--- src/rtl/core/sqvg_pkg.sv ---
// Shared types, constants and the quarter-wave sine table builder for the
// sprite quad vertex generator. No dependencies.
package sqvg_pkg;

  localparam int SIN_DEPTH = 1024;
  localparam int SIN_AW    = $clog2(SIN_DEPTH);
  localparam logic [63:0] PI_HALF_Q30 = 64'd1686629713;

  typedef logic [16:0] sin_mag_t;
  typedef sin_mag_t sin_rom_t [0:SIN_DEPTH];

  // Corners and per-sprite data handed from front to back
  typedef struct packed {
    logic signed [24:0] xa;   // -cx
    logic signed [24:0] xb;   // width - cx
    logic signed [24:0] ya;   // -cy
    logic signed [24:0] yb;   // height - cy
    logic signed [16:0] sn;
    logic signed [16:0] cs;
    logic signed [23:0] px;
    logic signed [23:0] py;
    logic [15:0]        u1;
    logic [15:0]        u2;
    logic [15:0]        v1;
    logic [15:0]        v2;
    logic [31:0]        tint;
  } sprite_t;

  // Q30 Taylor series, rounded to Q1.15
  function automatic sin_rom_t build_sin_rom();
    sin_rom_t    rom;
    logic [63:0] x;
    logic [63:0] x2;
    logic [63:0] sum;
    logic [63:0] term;
    logic [63:0] q;
    for (int k = 0; k <= SIN_DEPTH; k++) begin
      x    = (PI_HALF_Q30 * 64'(k)) / 64'(SIN_DEPTH);
      x2   = (x * x) >> 30;
      sum  = x;
      term = x;
      for (int n = 1; n <= 12; n++) begin
        term = ((term * x2) >> 30) / 64'((2 * n) * (2 * n + 1));
        if (n % 2 == 1) begin
          sum = sum - term;
        end else begin
          sum = sum + term;
        end
      end
      q = (sum + 64'd16384) >> 15;
      if (q > 64'd32768) begin
        q = 64'd32768;
      end
      rom[k] = q[16:0];
    end
    return rom;
  endfunction

endpackage

--- src/rtl/core/sqvg_queue.sv ---
// Two-entry queue of set-up sprites between front and back.
// Depends on sqvg_pkg.
module sqvg_queue (
  input  logic              clk,
  input  logic              rst,
  input  logic              push,
  input  sqvg_pkg::sprite_t push_data,
  output logic              full,
  input  logic              pop,
  output logic              not_empty,
  output sqvg_pkg::sprite_t head
);

  sqvg_pkg::sprite_t mem [0:1];
  logic       wr_ptr;
  logic       rd_ptr;
  logic [1:0] count;

  assign full      = count == 2'd2;
  assign not_empty = count != 2'd0;
  assign head      = mem[rd_ptr];

  always_ff @(posedge clk) begin
    if (rst) begin
      wr_ptr <= 1'b0;
      rd_ptr <= 1'b0;
      count  <= 2'd0;
    end else begin
      if (push) begin
        wr_ptr <= !wr_ptr;
      end
      if (pop) begin
        rd_ptr <= !rd_ptr;
      end
      count <= count + 2'(push) - 2'(pop);
    end
  end

  always_ff @(posedge clk) begin
    if (push) begin
      mem[wr_ptr] <= push_data;
    end
  end

endmodule

--- config.mk ---
export PLATFORM = sky130hd
export DESIGN_NAME = sqvg_queue
export DESIGN_NICKNAME = d
export VERILOG_FILES = /design/src/rtl/core/sqvg_pkg.sv /design/src/rtl/core/sqvg_queue.sv
export SDC_FILE = /design/constraint.sdc
export NUM_CORES = 1
export LEC_CHECK = 0
export BUFFER_PORTS_ARGS = -buffer_cell sky130_fd_sc_hd__buf_2
export CAP_MARGIN = 0
export CORE_AREA = 3 3 219 221
export CTS_CLUSTER_SIZE = 8
export DETAILED_ROUTE_END_ITERATION = 10
export DIE_AREA = 0 0 222 224
export PLACE_DENSITY = 0.71
export SYNTH_ARGS = -nofsm -noshare
export SYNTH_HDL_FRONTEND = slang
export SYNTH_SLANG_ARGS = --single-unit
--- constraint.sdc ---
create_clock -name clk -period 39.2 [get_ports clk]
set_clock_uncertainty 0.15 [all_clocks]
set_input_delay 5.88 -clock clk [delete_from_list [all_inputs] [get_ports clk]]
set_output_delay 5.88 -clock clk [all_outputs]
set_load 0.005 [all_outputs]
Word level (Yosys, flattened, before mapping)
Memory sizes are Yosys's and may differ from the RTL's. A register that Yosys moved wholly into a read port is not among the register bits. Index checks and enable logic that the tools add are counted.

Flip-flop bits (word level): 4. Bits in latches: 0. Memory bits (writable): 556. ROM bits: 0. Input bits: 282. Word-level logic and storage cells: 14. Memories kept: 1.

Memory list: mem (words 2, width 278, rd ports 1, clocked after memory_dff 1, write ports 1, line sqvg_queue.sv:14) `sqvg_pkg::sprite_t mem [0:1];`.

$add $sub $neg: 2. $mul: 0. Divide/modulo/power cells: 0. Order comparisons: 0. Eq/ne operators: 1. Shift-type cells: 0. Mux-type cells: 4. Bitwise logic cells: 0. Reductions and logical operators: 3.

Operators with widths (count): 1-bit two-way mux (4); 2-bit by 1-bit adder with 2-bit output (1); 2-bit == test, second input constant (1); 1-bit zero test (2); 2-bit nonzero test (1); 2-bit by 1-bit subtractor with 2-bit output (1).

Depth between registers and ports, before layout
Gate-level depths: netlist of the first run.

Depth after elaboration: 3. Depth in mapped cells: 6.

Worst setup path before layout of the first run
Ideal clock, no wire load.

Path kind: input -> register. Start point: in push. End point: mem mem[0][0] in the netlist's numbering (enable). Arrival time: 17.835 ns. Slack: 20.259 ns. Stages: 1. Buffers on the path: 0. Path through: nor2b_1.

Cells in the longest elaborated chain, start to end: 2.

RTL lines: from (decl) (line sqvg_queue.sv:6) `input logic push,`; 1-bit two-way mux (line sqvg_queue.sv:40) `if (push) begin`; 1-bit two-way mux (not written as such) (line sqvg_queue.sv:41) `mem[wr_ptr] <= push_data;`; to (decl) (line sqvg_queue.sv:14).

No other way between the ends.

==> results of run 1 <==
[tightest hold or removal path: cells and delay by family, from the launching register on]
kind	cells	cell delay, ns
flip-flops	1	0.32
AND/OR/NAND/NOR	1	0.08
XOR/XNOR	1	0.08
[power groups by stage]
stage	Combinational (mW)	Clock (mW)	Sequential, mW
after floorplan	0.0877	0	0.734
after detailed placement	0.151	0	0.726
after CTS	0.151	0.607	0.716
after global placement	0.149	0	0.725
final	0.149	0.591	0.715
after global routing	0.160	0.632	0.718
[Yosys cell counts, drive strengths merged]
cell | number | share of area, %
and2 | 1 | 0.030
buf | 31 | 1.5
dfxtp | 5 | 0.47
edfxtp | 556 | 79
ha | 2 | 0.12
inv | 2 | 0.036
mux2 | 278 | 18
nor2 | 4 | 0.071
nor2b | 3 | 0.089
or2 | 1 | 0.030
xnor2 | 2 | 0.083
xnor3 | 1 | 0.11
[stage by stage]
stage          util (%)  total power, mW  hold slack, ns  cells
6_report           57.5             1.46           0.361   2143
2_1_floorplan         -            0.821           0.330    886
4_1_cts            57.4             1.47           0.368   2127
5_1_grt            57.5             1.51           0.403   2138
3_3_place_gp       52.8            0.874           0.345   2032
3_5_place_dp       52.8            0.877           0.353   2032
[flip-flops by register name (all words and copies together), names as in the netlist, named ones only]
register,cells
mem,556
count,2
rd_ptr,1
wr_ptr,1
[worst max-delay path by stage]
stage,end,depth (start not counted)
6_report,head[65],4
5_1_grt,head[277],4
4_1_cts,head[277],4
3_3_place_gp,mem[1][117]$_DFFE_PP_,4
3_5_place_dp,mem[1][76]$_DFFE_PP_,4
2_1_floorplan,mem[0][0]$_DFFE_PP_,1
[cells in the final DEF, fill, tap and decap left out]
| master | synthesis | layout |
|---|---|---|
| sky130_fd_sc_hd__mux2_4 | 201 | 201 |
| sky130_fd_sc_hd__dfxtp_1 | 5 | 4 |
| sky130_fd_sc_hd__xnor2_1 | 2 | 2 |
| sky130_fd_sc_hd__diode_2 | 0 | 16 |
| sky130_fd_sc_hd__clkinv_2 | 0 | 1 |
| sky130_fd_sc_hd__clkbuf_1 | 0 | 7 |
| sky130_fd_sc_hd__xnor3_1 | 1 | 1 |
| sky130_fd_sc_hd__nor2_1 | 4 | 4 |
| sky130_fd_sc_hd__inv_6 | 0 | 2 |
| sky130_fd_sc_hd__clkbuf_8 | 0 | 1 |
| sky130_fd_sc_hd__mux2_2 | 77 | 77 |
| sky130_fd_sc_hd__clkbuf_16 | 0 | 82 |
| sky130_fd_sc_hd__and2_4 | 0 | 1 |
| sky130_fd_sc_hd__nor2b_1 | 3 | 2 |
| sky130_fd_sc_hd__clkinv_1 | 0 | 1 |
| sky130_fd_sc_hd__or2_2 | 1 | 1 |
| sky130_fd_sc_hd__edfxtp_1 | 556 | 556 |
| sky130_fd_sc_hd__clkinv_8 | 0 | 1 |
| sky130_fd_sc_hd__buf_12 | 0 | 2 |
| sky130_fd_sc_hd__nor2b_4 | 0 | 1 |
| sky130_fd_sc_hd__inv_1 | 2 | 2 |
| sky130_fd_sc_hd__ha_1 | 2 | 2 |
| sky130_fd_sc_hd__buf_2 | 5 | 561 |
| sky130_fd_sc_hd__dfxtp_4 | 0 | 1 |
| sky130_fd_sc_hd__buf_4 | 0 | 7 |
[final cells by class]
class	instances	area [sq um]
multi-input cells	292	4010
diodes	16	40.0
repair buffers	570	2900
fillers	3489	19700
clock buffers	90	2090
clock inverters	5	42.5
flip-flops and latches	561	16800
inverters	2	7.51
well taps	607	759
[routing by layer]
metal	vias up	routed length [microns]	global-route usage, %
li1	4783	-	-
met1	5223	16900	20.2
met2	514	23700	30.6
met3	106	4960	8.50
met4	8	1510	7.74
met5	-	48	0
[cell families (layout without fill, tap and decap cells)]
family                   Yosys count  count (layout)  share of synthesized area, %
flip-flops                       561             561                          79.5
multiplexers                     278             278                          18.4
buffers and inverters             33             667                          1.54
AND/OR/NAND/NOR                    9               9                         0.219
XOR/XNOR                           3               3                         0.190
adder cells (fa/ha/maj)            2               2                         0.118
other                              0              16                             0
==> impl_summary.log, run 1 <==
INFO  metric run_status = finished, final reports clean
INFO  metric track_usage = 18.3%
INFO  metric cts-root-to-sink-buffers = 3
INFO  metric timing.reg2reg.setup_slack = 35.63 ns
INFO  metric drt_pre_antenna_iters = 5
INFO  metric critical_path_data_required_time = 33.17 ns
INFO  metric critical_path_arrival = 3.58 ns
INFO  metric std_cell_core_area = 46400 sq um
INFO  metric startpoint_type = flop
INFO  metric floorplan.die_area = ~50000 sq um
INFO  metric tns = 0 ns
INFO  metric report.final.slew_viol_count = 0
INFO  metric route.vias.total = 10.6k
INFO  metric setup_viol = 0
INFO  metric detailedPlace.worstSlack = 29.99 ns
INFO  metric critical_path.max_stage_delay = 0.87 ns
INFO  metric reg2reg_depth = 3
INFO  metric timing.critical_path.slowest_stage_cell = sky130_fd_sc_hd__buf_4
INFO  metric drc = 0
INFO  metric finalWorstSetupSlack = 29.59 ns
INFO  metric worst-path-max-fanout = 56
INFO  metric max_slew_margin = 22.4%
INFO  metric worstPathBufferInverterCount = 3
INFO  metric wire_per_inst = about 22 microns
INFO  metric die_h = 224 microns
INFO  metric place.detailed.hpwl = 32700 microns
INFO  metric initial_core_util = around 46%
INFO  metric worst_setup_hold_path_clk_slew = around 0.050 ns
INFO  metric switching_share_of_power = 20.8%
INFO  metric ir_worst_vdd = between 0.00004 and 0.00005 V
INFO  metric postCtsSetupBuffers = 0
INFO  metric dieWidth = 222 microns
INFO  metric critical_path.most_common_cell = sky130_fd_sc_hd__buf_4
INFO  metric antenna_violating_nets_post_route = 0
INFO  metric holdCritStartpoint = rd_ptr$_SDFFE_PP0P_
INFO  metric layout_cells_sized_above_1 = around 62%
INFO  metric grt_overflow = 0
INFO  metric synth_area_per_cell = between 20 and 25 sq um
INFO  metric tightestPinTransition = 1.16 ns
INFO  metric cap_viol_max_count = 0
INFO  metric cts_made_buffers = 80
INFO  metric min_path_type = flop to flop
INFO  metric p_comb_share = about a tenth
INFO  metric cts.hold.buffers_added = 0
INFO  metric ios = 562
INFO  metric netlist-cell-type-count = 14
INFO  metric syn_area = around 21000 sq um
INFO  metric kind_of_cell_with_the_highest_combined_delay_on_the_critical_path = buffers and inverters
INFO  metric synth-seq-area-share = 79.5%
INFO  metric worst_hold_path_depth = 2
INFO  metric reg2reg_to = mem[1][73]$_DFFE_PP_
INFO  metric final_period_minus_worst_setup_slack = around 9.6 ns
INFO  metric finalHoldViolCount = 0
INFO  metric final_design_area_no_fill = 26600 sq um
INFO  metric post_synth_inst_count = 886
INFO  metric max_freq = ~100 MHz
INFO  metric critical_path_class = flop to output port
INFO  metric share_of_power_burned_in_the_clock_network = approximately 41%
INFO  metric number_of_input_and_output_port_buffers_inserted = 561
INFO  metric htreeDepth = 3
INFO  metric cts_root_buf = sky130_fd_sc_hd__clkbuf_16
INFO  metric clk-insertion-delay-late = 0.59 ns
INFO  metric placement_rows = 79
INFO  metric layout_worst_path_cycle_share = 24.5%
INFO  metric rsz0062_at_grt = no
INFO  metric final_net_count = 1791
INFO  metric cts_resized = 0
INFO  metric grt_antenna_before_repair = 21
INFO  metric proportion_of_power_drawn_by_flip_flops_and_latches = 49.1%
INFO  metric yosys_register_bits = 561
INFO  metric yosysWarnings = 0
INFO  metric finalWeightedCongestion = 0.811
INFO  metric dpl_cell_area = roughly 24000 sq um
INFO  metric switching_power = approximately 0.30 mW
INFO  metric synthesized_net_count = 1170
INFO  metric static_power_due_to_leakage = roughly 10 nW
INFO  metric via_count_of_the_first_global_routing_pass = approximately 11k
INFO  metric first_pass_grt_wire_length = 68300 microns
INFO  metric largest_net_degree_at_the_start_of_global_routing = between 150 and 200
INFO  metric worstPathCellList = buf_4, buf_4, mux2_4, buf_2
INFO  metric drt-initial-drc-count = just over 600
INFO  metric critical_path.reg2reg.startpoint = wr_ptr$_SDFFE_PP0P_
INFO  metric p_per_cell_area = 54.6 nW/um^2
INFO  metric cts_tree = yes
INFO  metric route.detailed.vias_per_inst = 4.96
INFO  metric cts_num_sinks = 561
INFO  metric postRouteWirelength = 47100 microns
INFO  metric intPower = 1.15 mW
INFO  metric timing.critical_path.to_type = output port
INFO  metric area_growth = 26.2%
No activity file was read; power rests on OpenSTA's default activity.
==> inputs of run 2 (changes only) <==
- CORE_AREA: 3 3 219 221 -> 3 3 216 218
- DIE_AREA: 0 0 222 224 -> 0 0 219 221
- PLACE_DENSITY: 0.71 -> 0.72
- clock period: 39.2 -> 8.97 ns (I/O delays scaled with it)
==> impl_summary.log, run 2 (synthesized netlist as in run 1, its figures left out) <==
INFO  metric run_status = finished, final reports clean
INFO  metric postRouteWirelength = 46000 microns
INFO  metric critical_path_data_required_time = approximately 7.5 ns
INFO  metric drc = 0
INFO  metric finalWeightedCongestion = 0.780
INFO  metric worstPathCellList = buf_12, mux2_4, buf_2
INFO  metric setup_viol = 0
INFO  metric die_h = roughly 220 microns
INFO  metric drt-initial-drc-count = 834
INFO  metric layout_worst_path_cycle_share = 49.4%
INFO  metric grt_overflow = 0
INFO  metric groute.layer.met3.usage = between 7 and 8%
INFO  metric final_net_count = 1790
INFO  metric antenna_violating_nets_post_route = 0
INFO  metric cts.hold.buffers_added = 0
INFO  metric route.detailed.vias_per_inst = roughly 5.0
INFO  metric track_usage = 18.6%
INFO  metric worst_hold_path_depth = 2
INFO  metric layout_cells_sized_above_1 = between 60% and 70%
INFO  metric final_period_minus_worst_setup_slack = 4.43 ns
INFO  metric cts-root-to-sink-buffers = 3
INFO  metric flip_flop_count_of_the_largest_register_all_copies_and_words_added = 556
INFO  metric critical_path_arrival = 2.93 ns
INFO  metric critical_path_class = flop to output port
INFO  metric initial_core_util = 46.8%
INFO  metric dpl_cell_area = roughly 24000 sq um
INFO  metric cts_num_sinks = roughly 560
INFO  metric route.vias.total = 10.6k
INFO  metric cts_root_buf = sky130_fd_sc_hd__clkbuf_16
INFO  metric reg2reg_to = mem[0][122]$_DFFE_PP_
INFO  metric final_common_cell = sky130_fd_sc_hd__buf_2
INFO  metric number_of_input_and_output_port_buffers_inserted = about 560
INFO  metric clk-insertion-delay-late = 0.58 ns
INFO  metric grt_antenna_before_repair = 19
INFO  metric max_slew_margin = 13.8%
INFO  metric via_count_of_the_first_global_routing_pass = 11.2k
INFO  metric p_per_cell_area = approximately 240 nW/um^2
INFO  metric timing.critical_path.slowest_stage_cell = sky130_fd_sc_hd__dfxtp_4
INFO  metric global_route_met2_utilization = 30.8%
INFO  metric ir_worst_vdd = 0.000199 V
INFO  metric layout.cells.most_common_list = sky130_fd_sc_hd__buf_2 (561), sky130_fd_sc_hd__edfxtp_1 (556), sky130_fd_sc_hd__mux2_4 (201)
INFO  metric min_delay_worst_endpoint = rd_ptr$_SDFFE_PP0P_
INFO  metric ios = approximately 560
INFO  metric tns = 0 ns
INFO  metric critical_path.reg2reg.startpoint = wr_ptr$_SDFFE_PP0P_
INFO  metric reg_top3 = mem: 556 flops, count: 2 flops
INFO  metric worst-path-max-fanout = about 140
INFO  metric cts_made_buffers = 80
INFO  metric worstPathBufferInverterCount = 2
INFO  metric final_design_area_no_fill = roughly 27000 sq um
INFO  metric worst_setup_hold_path_clk_slew = 0.05 ns
INFO  metric min_path_type = flop to flop
INFO  metric wire_per_inst = 21.6 microns
INFO  metric htreeDepth = 3
INFO  metric grt_busiest_layer = met2
INFO  metric std_cell_core_area = approximately 45000 sq um
INFO  metric fillerInstances = about 3.3k
INFO  metric cap_viol_max_count = 0
INFO  metric tightestPinTransition = 1.29 ns
INFO  metric finalHoldViolCount = 0
INFO  metric floorplan.die_area = 48400 sq um
INFO  metric holdCritStartpoint = rd_ptr$_SDFFE_PP0P_
INFO  metric rsz0062_at_grt = no
INFO  metric drt_pre_antenna_iters = 5
INFO  metric startpoint_type = flop
INFO  metric report.final.slew_viol_count = 0
INFO  metric area_growth = 26.4%
INFO  metric placement_rows = 78
INFO  metric first_pass_grt_wire_length = 67300 microns
INFO  metric timing.critical_path.to_type = output port
INFO  metric kind_of_cell_with_the_highest_combined_delay_on_the_critical_path = flip-flops
INFO  metric largest_net_degree_at_the_start_of_global_routing = 146
INFO  metric post-layout-total-power = 6.42 mW
INFO  metric cts_tree = yes
INFO  metric cts_resized = 0
INFO  metric grt.met1_usage = roughly a fifth
INFO  metric max_freq = 226 MHz
INFO  metric critical_path.max_stage_delay = 0.81 ns
INFO  metric static_power_due_to_leakage = 10.5 nW
INFO  metric timing.reg2reg.setup_slack = just over 6 ns
INFO  metric reg2reg_depth = 3
INFO  metric place.detailed.hpwl = slightly above 30000 microns
INFO  metric regMostFlops = mem
INFO  metric postCtsSetupBuffers = 0
INFO  metric dieWidth = 219 microns
-- run 2: worst max-delay path by stage --
stage	end	depth (start not counted)
after floorplan	mem[1][0]$_DFFE_PP_	1
after global placement	mem[0][74]$_DFFE_PP_	4
after detailed placement	mem[0][120]$_DFFE_PP_	4
after CTS	head[19]	3
after global routing	head[34]	3
final	head[73]	3
-- run 2: area by class of cell --
| cell class | instances | area, sq um | share of cell area, % |
|---|---|---|---|
| clock inverter | 5 | 30.0 | 0.113 |
| inverter | 2 | 7.51 | 0.0281 |
| multi-input combinational | 292 | 4010 | 15.0 |
| sequential | 561 | 16800 | 63.0 |
| tap | 600 | 751 | 2.81 |
| antenna | 12 | 30.0 | 0.113 |
| timing repair buffer | 569 | 2910 | 10.9 |
| clock buffer | 92 | 2150 | 8.07 |
-- run 2: where the power goes --
part / total, mW / internal, mW / switching, mW
Sequential: 3.12 / 3.07 / 0.0469
Clock: 2.64 / 1.66 / 0.983
Combinational: 0.657 / 0.349 / 0.308
-- run 2: per-layer routing --
layer / share of wire, % / routed length (microns) / vias up
li1: - / - / 4778
met1: 36 / 16400 / 5221
met2: 50 / 23000 / 476
met3: 11 / 5000 / 94
met4: 3.2 / 1460 / 16
met5: 0.21 / 98 / -
-- run 2: through the flow --
step	utilization, %	instances	hold slack [ns]	setup WS (ns)
3_5_place_dp	54.3	2024	0.352	5.05
5_1_grt	59.2	2128	0.416	4.47
2_1_floorplan	-	886	0.330	0.566
6_report	59.2	2133	0.369	4.54
4_1_cts	59.1	2121	0.372	4.56
3_3_place_gp	54.3	2024	0.345	5.03
-- run 2: worst min-delay path, stage by stage, from the launching register on --
cell	delay, ns
sky130_fd_sc_hd__dfxtp_1	0.32
sky130_fd_sc_hd__xnor2_1	0.08
sky130_fd_sc_hd__nor2_1	0.08
